File: src/sv/sil_pkg.sv
`timescale 1ns / 1ps
`default_nettype none
// ----------------------------------------------------------------------------
// sil_pkg
// Shared constants, codes and types of the sorted insert list core.
// ----------------------------------------------------------------------------
package sil_pkg;

	localparam int LIST_DEPTH  = 16;
	localparam int VALUE_WIDTH = 32;

	localparam int ACTION_W    = 2;
	localparam int DATA_W      = 32;
	localparam int STATUS_W    = 2;
	localparam int COUNT_W     = 5;
	localparam int S_TDATA_W   = 32;
	localparam int M_TDATA_W   = 40;

	typedef enum logic [ACTION_W-1:0] {
		ACT_INSERT = 2'd0,
		ACT_READ   = 2'd1,
		ACT_CLEAR  = 2'd2,
		ACT_NONE   = 2'd3
	} action_t;

	typedef enum logic [STATUS_W-1:0] {
		ST_OK    = 2'd0,
		ST_FULL  = 2'd1,
		ST_EMPTY = 2'd2
	} status_t;

	typedef enum logic {
		S_IDLE = 1'b0,
		S_READ = 1'b1
	} state_t;

	typedef struct packed {
		logic ins;
		logic rot;
	} cell_ctl_t;

endpackage
`default_nettype wire

File: src/sv/sil_cell.sv
`timescale 1ns / 1ps
`default_nettype none
// ----------------------------------------------------------------------------
// sil_cell
// One slot of the list: compares, shifts right on insert, rotates on readout.
// ----------------------------------------------------------------------------
module sil_cell #(
	parameter int IDX = 0,
	parameter int VW  = sil_pkg::VALUE_WIDTH,
	parameter int CW  = 5
) (
	input  wire                    clk,
	input  sil_pkg::cell_ctl_t     ctl,
	input  wire  [CW-1:0]          count,
	input  wire  signed [VW-1:0]   ins_value,
	input  wire  signed [VW-1:0]   prev_value,
	input  wire                    prev_place,
	input  wire  signed [VW-1:0]   next_value,
	input  wire  signed [VW-1:0]   head_value,
	output logic signed [VW-1:0]   value,
	output logic                   place
);

	logic signed [VW-1:0] value_q;
	logic                 ge;
	logic                 tail;

	always_comb begin
		ge    = value_q >= ins_value;
		place = (CW'(IDX) < count && ge) || (CW'(IDX) == count);
		tail  = (CW'(IDX + 1) == count);
		value = value_q;
	end

	always_ff @(posedge clk) begin
		if (ctl.ins && place) begin
			value_q <= prev_place ? prev_value : ins_value;
		end else if (ctl.rot) begin
			value_q <= tail ? head_value : next_value;
		end
	end

endmodule
`default_nettype wire

File: src/sv/sil_ctrl.sv
`timescale 1ns / 1ps
`default_nettype none
// ----------------------------------------------------------------------------
// sil_ctrl
// Fill count, readout sequencer and output register of the list core.
// ----------------------------------------------------------------------------
module sil_ctrl #(
	parameter int DEPTH = sil_pkg::LIST_DEPTH,
	parameter int VW    = sil_pkg::VALUE_WIDTH,
	parameter int CW    = 5
) (
	input  wire                              clk,
	input  wire                              arst_n,
	input  wire                              in_valid,
	output logic                             in_ready,
	input  wire  [sil_pkg::ACTION_W-1:0]     action,
	input  wire  signed [VW-1:0]             head_value,
	output sil_pkg::cell_ctl_t               ctl,
	output logic [CW-1:0]                    count,
	output logic                             out_valid,
	input  wire                              out_ready,
	output logic [sil_pkg::DATA_W-1:0]       out_value,
	output logic                             out_last,
	output logic [sil_pkg::STATUS_W-1:0]     out_status,
	output logic [sil_pkg::COUNT_W-1:0]      out_count
);

	sil_pkg::state_t  state_q, state_d;
	logic [CW-1:0]    count_q, count_d;
	logic [CW-1:0]    left_q, left_d;
	logic             out_valid_q;
	logic [sil_pkg::DATA_W-1:0]   out_value_q, val_d;
	logic                         out_last_q, last_d;
	logic [sil_pkg::STATUS_W-1:0] out_status_q;
	sil_pkg::status_t             status_d;
	logic [sil_pkg::COUNT_W-1:0]  out_count_q;
	logic                         load;
	logic                         slot_free;

	always_comb begin
		slot_free = !out_valid_q || out_ready;
		state_d   = state_q;
		count_d   = count_q;
		left_d    = left_q;
		load      = 1'b0;
		val_d     = '0;
		last_d    = 1'b1;
		status_d  = sil_pkg::ST_OK;
		ctl       = '0;
		in_ready  = 1'b0;
		case (state_q)
			sil_pkg::S_IDLE: begin
				in_ready = slot_free;
				if (in_valid && slot_free) begin
					case (sil_pkg::action_t'(action))
						sil_pkg::ACT_INSERT: begin
							load = 1'b1;
							if (count_q == CW'(DEPTH)) begin
								status_d = sil_pkg::ST_FULL;
							end else begin
								ctl.ins = 1'b1;
								count_d = count_q + CW'(1);
							end
						end
						sil_pkg::ACT_READ: begin
							if (count_q == '0) begin
								load     = 1'b1;
								status_d = sil_pkg::ST_EMPTY;
							end else begin
								state_d = sil_pkg::S_READ;
								left_d  = count_q;
							end
						end
						sil_pkg::ACT_CLEAR: begin
							load    = 1'b1;
							count_d = '0;
						end
						default: begin
						end
					endcase
				end
			end
			sil_pkg::S_READ: begin
				if (slot_free) begin
					load    = 1'b1;
					val_d   = sil_pkg::DATA_W'(head_value);
					last_d  = (left_q == CW'(1));
					ctl.rot = 1'b1;
					left_d  = left_q - CW'(1);
					if (left_q == CW'(1)) begin
						state_d = sil_pkg::S_IDLE;
					end
				end
			end
			default: begin
				state_d = sil_pkg::S_IDLE;
			end
		endcase
	end

	always_ff @(posedge clk or negedge arst_n) begin
		if (!arst_n) begin
			state_q     <= sil_pkg::S_IDLE;
			count_q     <= '0;
			left_q      <= '0;
			out_valid_q <= 1'b0;
		end else begin
			state_q     <= state_d;
			count_q     <= count_d;
			left_q      <= left_d;
			out_valid_q <= load || (out_valid_q && !out_ready);
		end
	end

	always_ff @(posedge clk) begin
		if (load) begin
			out_value_q  <= val_d;
			out_last_q   <= last_d;
			out_status_q <= status_d;
			out_count_q  <= sil_pkg::COUNT_W'(count_d);
		end
	end

	assign count      = count_q;
	assign out_valid  = out_valid_q;
	assign out_value  = out_value_q;
	assign out_last   = out_last_q;
	assign out_status = out_status_q;
	assign out_count  = out_count_q;

endmodule
`default_nettype wire

File: src/sv/sorted_insert_list_core.sv
`timescale 1ns / 1ps
`default_nettype none
// ----------------------------------------------------------------------------
// sorted_insert_list_core
// Bounded list of signed values kept in ascending order in a row of cells.
// ----------------------------------------------------------------------------
// Channel  Dir  tdata                                tuser           tlast
// s_axis   in   [31:0] value                         [1:0] action    -
// m_axis   out  [31:0] item_value, [36:32] count     [1:0] status    is_last
//
// On an insert every cell compares and shifts at once; a clear zeroes the count.
// A readout first enters the read state, then emits each stored value in turn
// as the output takes them, since the cells rotate the list past the head once.
// Reset clears the fill count, the sequencer and the output valid; the cells hold no reset.
// A stalled output holds its transfer and blocks new input transfers.
// ----------------------------------------------------------------------------
module sorted_insert_list_core #(
	parameter int LIST_DEPTH  = sil_pkg::LIST_DEPTH,
	parameter int VALUE_WIDTH = sil_pkg::VALUE_WIDTH
) (
	input  wire                               clk,
	input  wire                               arst_n,
	input  wire                               s_tvalid,
	output logic                              s_tready,
	input  wire  [sil_pkg::S_TDATA_W-1:0]     s_tdata,  // value
	input  wire  [sil_pkg::ACTION_W-1:0]      s_tuser,  // action
	output logic                              m_tvalid,
	input  wire                               m_tready,
	output logic [sil_pkg::M_TDATA_W-1:0]     m_tdata,  // item_value, entry_count, zeros
	output logic [sil_pkg::STATUS_W-1:0]      m_tuser,  // status
	output logic                              m_tlast
);

	localparam int CW = $clog2(LIST_DEPTH + 1);

	sil_pkg::cell_ctl_t           ctl;
	logic [CW-1:0]                count;
	logic signed [VALUE_WIDTH-1:0] ins_value;
	logic signed [VALUE_WIDTH-1:0] cell_value [LIST_DEPTH];
	logic                          cell_place [LIST_DEPTH];
	logic [sil_pkg::DATA_W-1:0]    out_value;
	logic [sil_pkg::STATUS_W-1:0]  out_status;
	logic [sil_pkg::COUNT_W-1:0]   out_count;

	assign ins_value = VALUE_WIDTH'(signed'(s_tdata[sil_pkg::DATA_W-1:0]));

	for (genvar i = 0; i < LIST_DEPTH; i++) begin : g_cell
		sil_cell #(
			.IDX (i),
			.VW  (VALUE_WIDTH),
			.CW  (CW)
		) u_cell (
			.clk        (clk),
			.ctl        (ctl),
			.count      (count),
			.ins_value  (ins_value),
			.prev_value ((i == 0) ? ins_value : cell_value[(i == 0) ? 0 : i - 1]),
			.prev_place ((i == 0) ? 1'b0 : cell_place[(i == 0) ? 0 : i - 1]),
			.next_value (cell_value[(i == LIST_DEPTH - 1) ? 0 : i + 1]),
			.head_value (cell_value[0]),
			.value      (cell_value[i]),
			.place      (cell_place[i])
		);
	end

	sil_ctrl #(
		.DEPTH (LIST_DEPTH),
		.VW    (VALUE_WIDTH),
		.CW    (CW)
	) u_ctrl (
		.clk        (clk),
		.arst_n     (arst_n),
		.in_valid   (s_tvalid),
		.in_ready   (s_tready),
		.action     (s_tuser),
		.head_value (cell_value[0]),
		.ctl        (ctl),
		.count      (count),
		.out_valid  (m_tvalid),
		.out_ready  (m_tready),
		.out_value  (out_value),
		.out_last   (m_tlast),
		.out_status (out_status),
		.out_count  (out_count)
	);

	assign m_tdata = {
		{(sil_pkg::M_TDATA_W - sil_pkg::DATA_W - sil_pkg::COUNT_W){1'b0}},
		out_count, out_value};
	assign m_tuser = out_status;

endmodule
`default_nettype wire
File: config.mk
export PLATFORM = sky130hd
export DESIGN_NAME = sorted_insert_list_core
export DESIGN_NICKNAME = d
export VERILOG_FILES = /design/src/sv/sil_pkg.sv /design/src/sv/sil_cell.sv /design/src/sv/sil_ctrl.sv /design/src/sv/sorted_insert_list_core.sv
export SDC_FILE = /design/constraint.sdc
export NUM_CORES = 2
export LEC_CHECK = 0
export BUFFER_PORTS_ARGS = -buffer_cell sky130_fd_sc_hd__buf_4
export CORE_UTILIZATION = 65
export DETAILED_ROUTE_END_ITERATION = 8
export HOLD_SLACK_MARGIN = 0.12
export PLACE_DENSITY = 0.81
export SYNTH_ARGS = -nofsm -noshare
export SYNTH_HDL_FRONTEND = slang
export SYNTH_HIERARCHICAL = 1
export SYNTH_SLANG_ARGS = --single-unit
export TNS_END_PERCENT = 1
File: constraint.sdc
create_clock -name clk -period 5 [get_ports clk]
set_clock_uncertainty 0.15 [all_clocks]
set_input_delay 0.75 -clock clk [delete_from_list [all_inputs] [get_ports clk]]
set_output_delay 0.75 -clock clk [all_outputs]
set_load 0.005 [all_outputs]
==> flow_summary.ini <==
[detailed_routing]
viasPerCell = 6.48
wirelength_um = 128000
drt_pass1_iterations = 6
dr_total_vias = 35954
antenna_left = 0
drt_drc_violations_left = 0
wire_per_inst_um = 23.1
drt_iter0_markers = 2997

[place]
globalplace.congestion = 0.935
placement.io_buffers = 79
pre_cts_slack_ns = 0.464
dp_hpwl_um = 95500
dpl_cell_area_sq_um = 51100

[layout]
areaGrowthSynthToFinish_pct = 8.21
antenna_cells = 0
fin_nets = 5085
ff_latch_area_sq_um = 16900
num-fill-cells = 5406
multiInputGateArea_sq_um = 29300
post_route_cells_drive_above_1_share = 0.0991
utilization = 0.713
post-route-cell-area_sq_um = 53300

[cts]
cts.path.max_buffers = 3
clkSinkCount = 564
number_of_buffers_created_by_cts = 69
post_cts.resized_instances = 0
clockRootBuffer = sky130_fd_sc_hd__clkbuf_16
clock_latency_ns = 0.62
number_of_setup_buffers_added_after_cts = 0
clkTransAtPathRegs_ns = 0.06
number_of_buffers_inserted_by_hold_repair_at_cts = 1
tritoncts = done
htree_levels = 3

[timing]
setup-tns-final_ns = 0
timing.slew.headroom = 0.189
timing.final.ws_setup_ns = 1.04
finalCritPeriodShare = 0.792
tightestPinTransition_ns = 1.21
max_freq_ghz = 0.253
finalCriticalPeriod_ns = 3.96
setup_viol = 0
grt_setup_unrepaired = no
timing_max_transition_violations_final = 0
final_hold_viol_count = 0

[power]
powerDensity_nw_per_um2 = 453
switchingPower_mw = 9.60
switching_share = 0.398
internal-power_mw = 14.5
power.combinational.fraction = 0.416
power_leakage_nw = 22.0
power.share.sequential = 0.383
worst_ir_drop_vdd_mv = 0.472
clock_power_share = 0.201

[critical_path]
crit_path_max_incr_delay_ns = 0.56
cp_top_family = simple AND/OR/NAND/NOR gates
path_max_fanout = 33
worstReg2RegStart = g_cell[0].u_cell/value[7]
critical_path.startpoint = s_tdata[25]
reg2reg_to = g_cell[0].u_cell/value[5]
number_of_cell_instances_on_the_worst_register_to_register_path = 9
crit_path_max_delay_cell_type = sky130_fd_sc_hd__nor4_2
path_cells = buf_4, inv_1, ha_1, nand4_1, nor4_2, a31oi_1, o2111ai_1, a21oi_1, nor4b_4, buf_4, mux2i_1
crit_required_ns = 5.18
worstSetupStartpointType = input pin
r2r_setup_slack_ns = 1.15
worst_setup_path_end_kind = register
setup.worst_path.end = g_cell[15].u_cell/value[16]
cp.depth = 11
setup_crit_path_kind = input pin to register
arrival_ns = 4.14
critical_path_buf_inv_count = 3
crit_top_cell = sky130_fd_sc_hd__buf_4

[floorplanning]
floorplan.initialDensity = 0.659
die_x_um = 277
die_h_um = 277
num_io_pins = 83
design.core.area_sq_um = 74700
area_of_the_die_sq_um = 76800
placement_rows = 100

[global_route]
grt_usage = 0.329
first_global_vias = 36470
antenna_violations_before_repair = 0
grt_busiest_layer = met2
first_pass_grt_wire_length_um = 202000
groute.layer.met2.usage = 0.562
grt_max_degree = 41
globalRoute.totalOverflow = 0
grt.met3_usage = 0.0300
grt_use_met1 = 0.426

[run]
max_cap_viol_count = 0

[synth]
synth_area_sq_um = 49200
avgSynthCellArea_sq_um = 11.1
ys.warnings.count = 6
synthCells = 4428

[outcome]
run_status = finished, final reports clean

[min_path]
holdCritPathClass = input pin to register
## metrics by stage
stage          total power, mW  cells  hold WS (ns)
2_1_floorplan             15.5   4431         0.304
3_3_place_gp              18.6   5428         0.395
3_5_place_dp              19.1   5428         0.397
4_1_cts                   24.0   5551         0.252
5_1_grt                   25.4   5551         0.298
6_report                  24.1   5551         0.271
## power by group through the flow
stage                     Sequential (mW)  Combinational (mW)  Clock (mW)
after floorplan                      8.76                6.73           0
after global placement               9.19                9.46           0
after detailed placement             9.25                9.83           0
after CTS                            9.17                9.91        4.91
after global routing                 9.41                10.9        5.07
final                                9.23                10.0        4.86
## worst reg2reg max path: stages, from the launching register on
cell and delay (ns):
sky130_fd_sc_hd__edfxtp_1 1.01, sky130_fd_sc_hd__ha_1 0.32, sky130_fd_sc_hd__nand4_1 0.24, sky130_fd_sc_hd__or4_1 0.63, sky130_fd_sc_hd__o21a_4 0.25, sky130_fd_sc_hd__nand2b_4 0.07
sky130_fd_sc_hd__nor4_2 0.04, sky130_fd_sc_hd__a311oi_4 0.34, sky130_fd_sc_hd__or2_2 0.20, sky130_fd_sc_hd__buf_12 0.25
## registers in the layout, indices dropped and copies added (netlist names)
signal and flops:
u_ctrl/out_valid 1, u_ctrl/out_count 5, u_ctrl/out_status 2, g_cell.u_cell/value 512
u_ctrl/out_value 32, u_ctrl/state_q 1, u_ctrl/out_last 1, u_ctrl/count 5
u_ctrl/left_q 5
## cells in the final DEF (no fill, tap or decap), types with 8 or more instances in the layout
cell type,instances
sky130_fd_sc_hd__clkbuf_1,26
sky130_fd_sc_hd__ha_1,516
sky130_fd_sc_hd__clkinv_1,9
sky130_fd_sc_hd__clkinv_2,9
sky130_fd_sc_hd__dfrtp_1,8
sky130_fd_sc_hd__or2_2,10
sky130_fd_sc_hd__nand4_2,12
sky130_fd_sc_hd__and2_1,37
sky130_fd_sc_hd__inv_1,547
sky130_fd_sc_hd__buf_12,18
sky130_fd_sc_hd__a21boi_0,9
sky130_fd_sc_hd__nand2b_1,9
sky130_fd_sc_hd__nand4_4,9
sky130_fd_sc_hd__nor2b_1,16
sky130_fd_sc_hd__buf_4,183
sky130_fd_sc_hd__o211ai_1,17
sky130_fd_sc_hd__a21oi_1,247
sky130_fd_sc_hd__clkbuf_16,73
sky130_fd_sc_hd__a31oi_1,10
sky130_fd_sc_hd__o21ai_0,57
sky130_fd_sc_hd__nor4_1,24
sky130_fd_sc_hd__nor3_1,18
sky130_fd_sc_hd__nand4_1,87
sky130_fd_sc_hd__xnor2_1,11
sky130_fd_sc_hd__mux2i_1,1538
sky130_fd_sc_hd__nor2_1,36
sky130_fd_sc_hd__edfxtp_1,552
sky130_fd_sc_hd__a221oi_1,8
sky130_fd_sc_hd__nand3_1,63
sky130_fd_sc_hd__nand2_1,143
sky130_fd_sc_hd__a21o_1,13
sky130_fd_sc_hd__o21ai_1,19
sky130_fd_sc_hd__a211oi_1,13
sky130_fd_sc_hd__and4_1,11
## worst min path at each step
stage                                 from                to  depth (start not counted)
after global routing            s_tuser[0]    u_ctrl/state_q                          3
final                           s_tuser[0]    u_ctrl/state_q                          3
after detailed placement  u_ctrl/left_q[4]  u_ctrl/left_q[4]                          1
after floorplan                     arst_n   u_ctrl/count[0]                          0
after global placement    u_ctrl/left_q[4]  u_ctrl/left_q[4]                          1
after CTS                       s_tuser[0]    u_ctrl/state_q                          3
## per-layer routing
metal	up-vias	wire length, um
met5	-	0
met4	0	5400
met3	293	7000
met2	1325	61900
met1	17671	53700
li1	16665	-
## area by class of cell
| cell class | instances | share of cell area |
|---|---|---|
| inverter | 547 | 0.0386 |
| tap | 969 | 0.0228 |
| timing repair buffer | 202 | 0.0328 |
| clock inverter | 20 | 0.00261 |
| clock buffer | 102 | 0.0369 |
| multi-input combinational | 3147 | 0.549 |
| sequential | 564 | 0.317 |
(Power assumes the default switching activity.)
